===== config.mk =====
export PLATFORM = sky130hd
export DESIGN_NAME = encoder_hard_stop_monitor
export DESIGN_NICKNAME = d
export VERILOG_FILES = /design/src/sv/ehsm_pkg.sv /design/src/sv/encoder_hard_stop_monitor.sv
export SDC_FILE = /design/constraint.sdc
export NUM_CORES = 1
export LEC_CHECK = 0
export BUFFER_PORTS_ARGS = -buffer_cell sky130_fd_sc_hd__buf_2
export CAP_MARGIN = 30
export CORE_MARGIN = 1
export CORE_UTILIZATION = 30
export DETAILED_ROUTE_END_ITERATION = 8
export SLEW_MARGIN = 20
export SYNTH_ARGS = -nofsm -noshare
export SYNTH_HDL_FRONTEND = slang
export SYNTH_SLANG_ARGS = --single-unit

===== constraint.sdc =====
create_clock -name clk -period 8.76 [get_ports clk]
set_clock_uncertainty 0.2 [all_clocks]
set_input_delay 0.876 -clock clk [delete_from_list [all_inputs] [get_ports clk]]
set_output_delay 0.876 -clock clk [all_outputs]
set_load 0.01 [all_outputs]

===== src/sv/ehsm_pkg.sv =====
// Shared constants and types for the encoder hard stop monitor.
package ehsm_pkg;

    localparam int unsigned COUNT_W  = 32;
    localparam int unsigned TIME_W   = 32;
    localparam int unsigned CFG_W    = 16;
    localparam int unsigned PDATA_W  = 32;
    localparam int unsigned PADDR_W  = 3;

    typedef logic signed [1:0]         dir_t;
    typedef logic signed [COUNT_W-1:0] count_t;
    typedef logic [TIME_W-1:0]         stamp_t;
    typedef logic [CFG_W-1:0]          cfg_t;

    localparam dir_t DIR_STOP    = 2'sb00;
    localparam dir_t DIR_FORWARD = 2'sb01;
    localparam dir_t DIR_REVERSE = 2'sb11;

    typedef enum logic {
        REG_THRESHOLD   = 1'b0,
        REG_PERSISTENCE = 1'b1
    } reg_index_t;

    localparam cfg_t THRESHOLD_RESET   = 16'd256;
    localparam cfg_t PERSISTENCE_RESET = 16'd100;

endpackage


===== src/sv/encoder_hard_stop_monitor.sv =====
// Hard stop monitor: tracking error per motion sample with persistence-timed fault.
//
// Use: each input beat on in_valid/in_ready carries one motion sample
// (direction, commanded and measured counts, millisecond timestamp). Each
// accepted beat yields exactly one result beat on out_valid/out_ready with
// hard_stop_fault and tracking_error, in order.
// Direction zero clears the move; a new or changed direction latches the
// origins and reports zero error; later samples report the directional
// tracking error and raise the fault once it has stayed at or above the
// threshold for the persistence time.
// Path: input beat to result beat through the input register, then the result
// register. Throughput: one beat per cycle while out_ready stays high, with the
// state update between the two registers.
// Stall: when out_ready is low the result register holds, the input register
// still fills, and in_ready drops only once both are full.
// Reset (rst_n low, asynchronous): move state cleared, pipeline empty, threshold 256
// counts and persistence 100 ms. Registers are written over the APB port at byte 0
// (threshold) and byte 4 (persistence); the user must do so only while idle (unchecked).
module encoder_hard_stop_monitor (
    input  logic                         clk,
    input  logic                         rst_n,
    input  logic                         in_valid,
    output logic                         in_ready,
    input  ehsm_pkg::dir_t               move_direction,
    input  ehsm_pkg::count_t             commanded_counts,
    input  ehsm_pkg::count_t             measured_counts,
    input  ehsm_pkg::stamp_t             sample_time_ms,
    output logic                         out_valid,
    input  logic                         out_ready,
    output logic                         hard_stop_fault,
    output ehsm_pkg::count_t             tracking_error,
    input  logic                         psel,
    input  logic                         penable,
    input  logic                         pwrite,
    input  logic [ehsm_pkg::PADDR_W-1:0] paddr,
    input  logic [ehsm_pkg::PDATA_W-1:0] pwdata,
    output logic [ehsm_pkg::PDATA_W-1:0] prdata,
    output logic                         pready
);
    import ehsm_pkg::*;

    cfg_t       threshold_reg;
    cfg_t       persistence_reg;
    reg_index_t cfg_sel;
    logic       cfg_write;

    logic       s1_valid_reg;
    dir_t       s1_dir_reg;
    count_t     s1_delta_reg;
    stamp_t     s1_time_reg;
    dir_t       in_dir;

    logic       armed_reg;
    dir_t       held_dir_reg;
    count_t     origin_delta_reg;
    logic       violation_on_reg;
    stamp_t     violation_start_reg;

    logic       out_valid_reg;
    logic       fault_reg;
    count_t     error_reg;

    logic       out_free;
    logic       s1_move;
    logic       rearm;
    count_t     diff;
    logic       below;
    stamp_t     elapsed;
    logic       expired;

    assign pready    = 1'b1;
    assign cfg_sel   = reg_index_t'(paddr[2]);
    assign cfg_write = psel && penable && pwrite && pready;

    always_comb
    begin
        unique case (cfg_sel)
            REG_THRESHOLD:   prdata = {{(PDATA_W-CFG_W){1'b0}}, threshold_reg};
            REG_PERSISTENCE: prdata = {{(PDATA_W-CFG_W){1'b0}}, persistence_reg};
            default:         prdata = '0;
        endcase
    end

    always_ff @(posedge clk or negedge rst_n)
    begin
        if (!rst_n)
        begin
            threshold_reg   <= THRESHOLD_RESET;
            persistence_reg <= PERSISTENCE_RESET;
        end
        else if (cfg_write)
        begin
            unique case (cfg_sel)
                REG_THRESHOLD:   threshold_reg   <= pwdata[CFG_W-1:0];
                REG_PERSISTENCE: persistence_reg <= pwdata[CFG_W-1:0];
                default:         threshold_reg   <= threshold_reg;
            endcase
        end
    end

    // fold the out-of-range code onto reverse
    assign in_dir = move_direction[1] ? DIR_REVERSE : move_direction;

    assign out_free = !out_valid_reg || out_ready;
    assign s1_move  = s1_valid_reg && out_free;
    assign in_ready = !s1_valid_reg || out_free;

    always_ff @(posedge clk or negedge rst_n)
    begin
        if (!rst_n)
            s1_valid_reg <= 1'b0;
        else if (in_ready)
            s1_valid_reg <= in_valid;
    end

    always_ff @(posedge clk)
    begin
        if (in_valid && in_ready)
        begin
            s1_dir_reg   <= in_dir;
            s1_delta_reg <= commanded_counts - measured_counts;
            s1_time_reg  <= sample_time_ms;
        end
    end

    assign rearm   = !armed_reg || (held_dir_reg != s1_dir_reg);
    assign diff    = (s1_dir_reg == DIR_REVERSE) ? (origin_delta_reg - s1_delta_reg)
                                                 : (s1_delta_reg - origin_delta_reg);
    assign below   = diff[COUNT_W-1] ||
                     (diff < $signed({{(COUNT_W-CFG_W){1'b0}}, threshold_reg}));
    assign elapsed = s1_time_reg - violation_start_reg;
    assign expired = elapsed >= {{(TIME_W-CFG_W){1'b0}}, persistence_reg};

    always_ff @(posedge clk or negedge rst_n)
    begin
        if (!rst_n)
        begin
            armed_reg           <= 1'b0;
            held_dir_reg        <= DIR_STOP;
            origin_delta_reg    <= '0;
            violation_on_reg    <= 1'b0;
            violation_start_reg <= '0;
            fault_reg           <= 1'b0;
            error_reg           <= '0;
        end
        else if (s1_move)
        begin
            fault_reg <= 1'b0;
            if (s1_dir_reg == DIR_STOP)
            begin
                armed_reg           <= 1'b0;
                held_dir_reg        <= DIR_STOP;
                origin_delta_reg    <= '0;
                violation_on_reg    <= 1'b0;
                violation_start_reg <= '0;
                error_reg           <= '0;
            end
            else if (rearm)
            begin
                armed_reg        <= 1'b1;
                held_dir_reg     <= s1_dir_reg;
                origin_delta_reg <= s1_delta_reg;
                violation_on_reg <= 1'b0;
                error_reg        <= '0;
            end
            else
            begin
                error_reg <= diff;
                if (below)
                    violation_on_reg <= 1'b0;
                else if (!violation_on_reg)
                begin
                    violation_on_reg    <= 1'b1;
                    violation_start_reg <= s1_time_reg;
                end
                else
                    fault_reg <= expired;
            end
        end
    end

    always_ff @(posedge clk or negedge rst_n)
    begin
        if (!rst_n)
            out_valid_reg <= 1'b0;
        else if (out_free)
            out_valid_reg <= s1_valid_reg;
    end

    assign out_valid       = out_valid_reg;
    assign hard_stop_fault = fault_reg;
    assign tracking_error  = error_reg;

`ifndef ASSERT_OFF
    a_violation_needs_arm: assert property (@(posedge clk) disable iff (!rst_n)
        violation_on_reg |-> armed_reg)
        else $error("violation active without an armed move");

    a_fault_nonneg_error: assert property (@(posedge clk) disable iff (!rst_n)
        (out_valid && hard_stop_fault) |-> !tracking_error[COUNT_W-1])
        else $error("fault raised with a negative tracking error");

    a_stop_clears: assert property (@(posedge clk) disable iff (!rst_n)
        (s1_move && s1_dir_reg == DIR_STOP) |=>
            (!armed_reg && !violation_on_reg && !hard_stop_fault && tracking_error == '0))
        else $error("stop sample did not clear the move state");

    a_rearm_zero: assert property (@(posedge clk) disable iff (!rst_n)
        (s1_move && s1_dir_reg != DIR_STOP && rearm) |=>
            (armed_reg && !violation_on_reg && !hard_stop_fault && tracking_error == '0))
        else $error("rearm sample reported a nonzero result");

    a_beat_reaches_output: assert property (@(posedge clk) disable iff (!rst_n)
        s1_move |=> out_valid)
        else $error("advanced sample produced no result beat");
`endif

endmodule

# Word-level counts from Yosys, hierarchy flattened
# Cells that the tools add are included.
# word_totals
latchBits	0
out_inout_bits	68
register_bits	201
mem_bits_ro	0
in_bits	140
wordCells	66
mem_bits_rw	0
memories	0
# op_classes
n_div	0
multipliers	0
n_reduce_logical	17
n_bitwise	1
n_lt_le_gt_ge	2
n_shift	0
mux	22
n_eq_ne	5
n_addsub	4
# ops
operator	count
$mux 32	9
$sub 32x32->32	4
$pmux 32 s2	1
$ge 32x16->1	1
$lt 32x17->1	1
$mux 1	9
$mux 2	3
$ne 2x1->1 const B	3
$reduce_and 2->1	3
$logic_and 1x1->1	4
$logic_or 1x1->1	4
$reduce_and 4->1	1
$logic_not 1->1	3
$eq 2x1->1 const B	1
$logic_not 2->1	1
$ne 2x2->1	1
$reduce_bool 2->1	1
$not 1->1	1

# Logic depth before layout (Yosys ltp)
# depth
word_depth	7
ltp_mapped	22

# Worst setup path after synthesis
# Ideal clock, no wire load.
# synth_timing
path_kind	reg-to-reg
from	register s1_dir_reg[0]
to	register violation_start_reg[1]
setup_slack_ns	4.129
stages_incl_launch_ff	22
period_less_slack_ns	4.631
arrival_time_ns	4.307
cell_sequence	edfxtp_1 -> nand2_1 -> clkbuf_1 -> clkbuf_1 -> clkbuf_1 -> clkbuf_1 -> nor2_1 -> a311o_1 -> nand2_1 -> nand3_1 -> a221oi_1 -> xnor2_1 -> ha_1 -> nand4_1 -> a21oi_1 -> o221ai_1 -> o211ai_1 -> nor4_1 -> nand4_1 -> o211ai_4 -> buf_6 -> o22ai_2
# synth_via
elab_chain_cells	6
word_cells_on_any_way	12
cone_classes	order compare: 1; eq/ne: 5; mux: 2; reduce/logical: 4
# synth_lines
item	line_no	source
start: declaration	encoder_hard_stop_monitor.sv:48	dir_t s1_dir_reg;
start signal: assignment	encoder_hard_stop_monitor.sv:120	s1_dir_reg <= in_dir;
$eq 2x1->1	encoder_hard_stop_monitor.sv:127	assign diff = (s1_dir_reg == DIR_REVERSE) ? (origin_delta_reg - s1_delta_reg)
$mux 32	encoder_hard_stop_monitor.sv:127	
$lt 32x17->1	encoder_hard_stop_monitor.sv:130	(diff < $signed({{(COUNT_W-CFG_W){1'b0}}, threshold_reg}));
$logic_or 1x1->1	encoder_hard_stop_monitor.sv:129	assign below = diff[COUNT_W-1] ||
$ne 2x1->1 (no source line)	--	
$reduce_and 4->1 (no source line)	--	
end signal: assignment	encoder_hard_stop_monitor.sv:174	violation_start_reg <= s1_time_reg;
end: declaration	encoder_hard_stop_monitor.sv:57	stamp_t violation_start_reg;
# Several ways; a longest one is shown, not always the timed one.
# A chain may end at the register's enable or synchronous reset.

# Final worst setup path
# layout_timing
from	register s1_delta_reg[6]
to	register violation_start_reg[16]
# layout_via
elab_chain_cells	6
word_cells_on_any_way	7
cone_classes	add/sub: 2; order compare: 1; eq/ne: 1; mux: 1; reduce/logical: 2
# layout_lines
item	line_no	source
start: declaration	encoder_hard_stop_monitor.sv:49	count_t s1_delta_reg;
start signal: assignment	encoder_hard_stop_monitor.sv:121	s1_delta_reg <= commanded_counts - measured_counts;
$sub 32x32->32 (on tied branches)	encoder_hard_stop_monitor.sv:128, encoder_hard_stop_monitor.sv:127	
$mux 32 (*)	encoder_hard_stop_monitor.sv:127	
$lt 32x17->1	encoder_hard_stop_monitor.sv:130	
$logic_or 1x1->1 (*)	encoder_hard_stop_monitor.sv:129	
$ne 2x1->1 (no source line) (*)	--	
$reduce_and 4->1 (no source line) (*)	--	
# Every way passes the cells marked *; elsewhere a longest branch is shown, timed or not.

==> flow_summary.toml <==
[layout]
stdcell_count = 2528
nNetsFinal = 2133
fill_cells = 5220
layout-drive-gt1-share_pct = 16.34
syn_to_final_growth_pct = 15.89
design_area_um2 = 17610

[clock_network]
insertion_delay_ns = 0.56
post_cts_buffers = 0
cts_hold_buf = 0
clk_pin_slew_worst_paths_ns = 0.05
htreeDepth = 1
cts_resized = 0
cts_tree = "yes"
root_buffer = "clkbuf_16"
cts_sinks = 201
cts_made_buffers = 26
cts_max_path_buffers = 3

[setup_path]
max_stage_delay_ns = 0.77
cp.required_ns = 8.96
path_class = "reg -> reg"
crit_arrival_ns = 6.16
crit_fanout = 21
path_buf_inv = 2
startpoint_type = "flop"
crit_family = "compound AO/OA/AOI/OAI gates"
cpMostUsedCell = "o22ai_1"
slowest_stage = "a211oi_1"
cp_cell_sequence = "inv_1, ha_1, nand4_1, o31ai_1, o22ai_1, a211oi_1, a31oi_1, o22ai_1, xor2_1, ha_1, and4_1, o221ai_1, o211ai_1, nor4_1, nand4_1, o211ai_4, buf_16, o22ai_1"
setup.worst_path.end_class = "flop"

[route]
routed_via_density = 5.032
antenna_left = 0
wl_per_cell_um = 17.12
first_iter_violations = 733
wirelength_um = 43290
first_pass_iters = 7
drcViolationCount = 0
num_vias = 12720

[logic_synthesis]
synth.distinct_cells = 82
synth_area_per_cell_um2 = 9.040
synthMuxAreaShare_pct = 3.063
synth_edf_count = 66
synth_most_common_cell = "inv_1"
syn_inst = 1681
synthArstFlopShare_pct = 67.16
synth_simple_gate_area_share_pct = 12.42
synth_common_cells = "inv_1 (212), ha_1 (155), dfrtp_1 (131), nand2_1 (131), a21oi_1 (121)"
synth-seq-area-share_pct = 35.31
synth_top_area_cell = "dfrtp_1"
synth-compound-area-share_pct = 23.72
synth-adder-area-share_pct = 13.29
synth_flop_cell = "dfrtp_1"
yosysTopAreaCellShare_pct = 21.57
synth_area_leaders = "dfrtp_1 (22%), edfxtp_1 (13%), ha_1 (13%)"
synth_xor_area_share_pct = 4.035
ys_ff_latch = 201
synth_top_family_by_area = "compound AO/OA/AOI/OAI gates"
synth_area_um2 = 15200
ys_warn_count = 0

[grt]
overflow = 0
grt_max_degree = 93
grt_usage_pct = 16.55
grt_pass1_vias = 12360
grt_pass1_wl_um = 67890
antenna_found_initial = 2

[placement]
place.gp.congestion = 0.9007
placed_area_um2 = 16650
place_inst = 2474
hpwl_um = 33860
io_buffers = 172

[sta]
fmax_ghz = 0.1676
worst_pin_slew_ns = 0.8742
setup_violations = 0
min_period_over_period_pct = 68.09
hold_viol_final = 0
drv_slew = 0
period_minus_slack_ns = 5.965
relSlewSlack_pct = 40.21
hold_slack_ns = 0.2703
rsz0062_at_grt = "false"
tns_ns = 0

[floorplanning]
fp.coreArea_um2 = 50070
die_area_um2 = 51560
initial_core_util_pct = 30.35
die-width_um = 227.1
io_pins = 208
die_y_um = 227.1
rows = 82

[status]
outcome = "completed"

[run]
max_cap_viol_count = 0

[power_and_ir_drop]
total_power_w = 0.004892
p_leak_nw = 8.157
p_per_area_nw_per_um2 = 277.8
worst_ir_drop_vdd_mv = 0.1332

[worst_hold_path]
min_path_type = "reg -> reg"
==> path summary, 6_finish.rpt <==
| kind | start | end | slack [ns] | cells past startpoint |
|---|---|---|---|---|
| max in group asynchronous | rst_n | tracking_error[26] | 6.53 | 4 |
| max reg2reg | s1_delta_reg[6] | violation_start_reg[16] | 2.80 | 18 |
| min | tracking_error[26] | tracking_error[26] | 0.27 | 2 |
| max | s1_delta_reg[6] | violation_start_reg[16] | 2.80 | 18 |
| min in group asynchronous | rst_n | violation_start_reg[4] | 0.53 | 2 |
| min reg2reg | tracking_error[26] | tracking_error[26] | 0.27 | 2 |
==> worst min-delay path, delay by kind of cell, from the launching register on <==
kind / cells / cell delay, ns
flip-flops: 1 / 0.33
AND/OR/NAND/NOR: 2 / 0.11
==> layout make-up <==
class / count / area [µm²] / area share [%]
diodes: 2 / 5.005 / 0.02842
repair buffers: 187 / 1042 / 5.918
clock buffers: 37 / 733.2 / 4.163
flip-flops and latches: 201 / 5365 / 30.47
well taps: 672 / 840.8 / 4.774
clock inverters: 11 / 157.7 / 0.8952
inverters: 212 / 795.8 / 4.519
multi-input cells: 1206 / 8671 / 49.24
==> per-layer routing <==
metal  GRT usage (%)  wire length (µm)
met3           1.859              1956
met4           5.521              1217
met1           22.57             20230
met5               0                 0
met2           27.18             19880
==> logic make-up (layout without fill, tap and decap cells) <==
| kind of cell | count (synthesis) | in the layout |
|---|---|---|
| XOR/XNOR | 70 | 70 |
| AND/OR/NAND/NOR | 388 | 388 |
| multiplexers | 42 | 42 |
| buffers and inverters | 289 | 447 |
| AO/OA/AOI/OAI | 530 | 530 |
| adder cells (fa/ha/maj) | 159 | 159 |
| other | 2 | 19 |
| flip-flops | 201 | 201 |
==> where the power goes <==
part	internal [W]	total [W]	switching, W	leakage [nW]
clock network	0.000675	0.00110	0.000426	0.433
registers	0.00119	0.00133	0.000140	2.37
logic	0.000979	0.00246	0.00148	5.35
total	0.00284	0.00489	0.00205	8.16
==> cell usage in the layout (no fill, tap or decap), types with 31 or more instances in the layout <==
master / count
a21o_1: 41
a21oi_1: 121
a22o_1: 58
buf_2: 171
dfrtp_1: 131
edfxtp_1: 66
ha_1: 155
inv_1: 212
mux2_2: 36
nand2_1: 131
nor2_1: 75
nor3_1: 31
o21ai_0: 115
xnor2_1: 43
==> stage by stage <==
step           util, %  setup slack [ns]
2_1_floorplan        -             4.129
6_report         35.17             2.795
4_1_cts          35.03             2.742
3_3_place_gp     33.17             2.599
3_5_place_dp     33.25             2.791
5_1_grt          35.17             2.388
No activity file was read; power rests on OpenSTA's default activity.
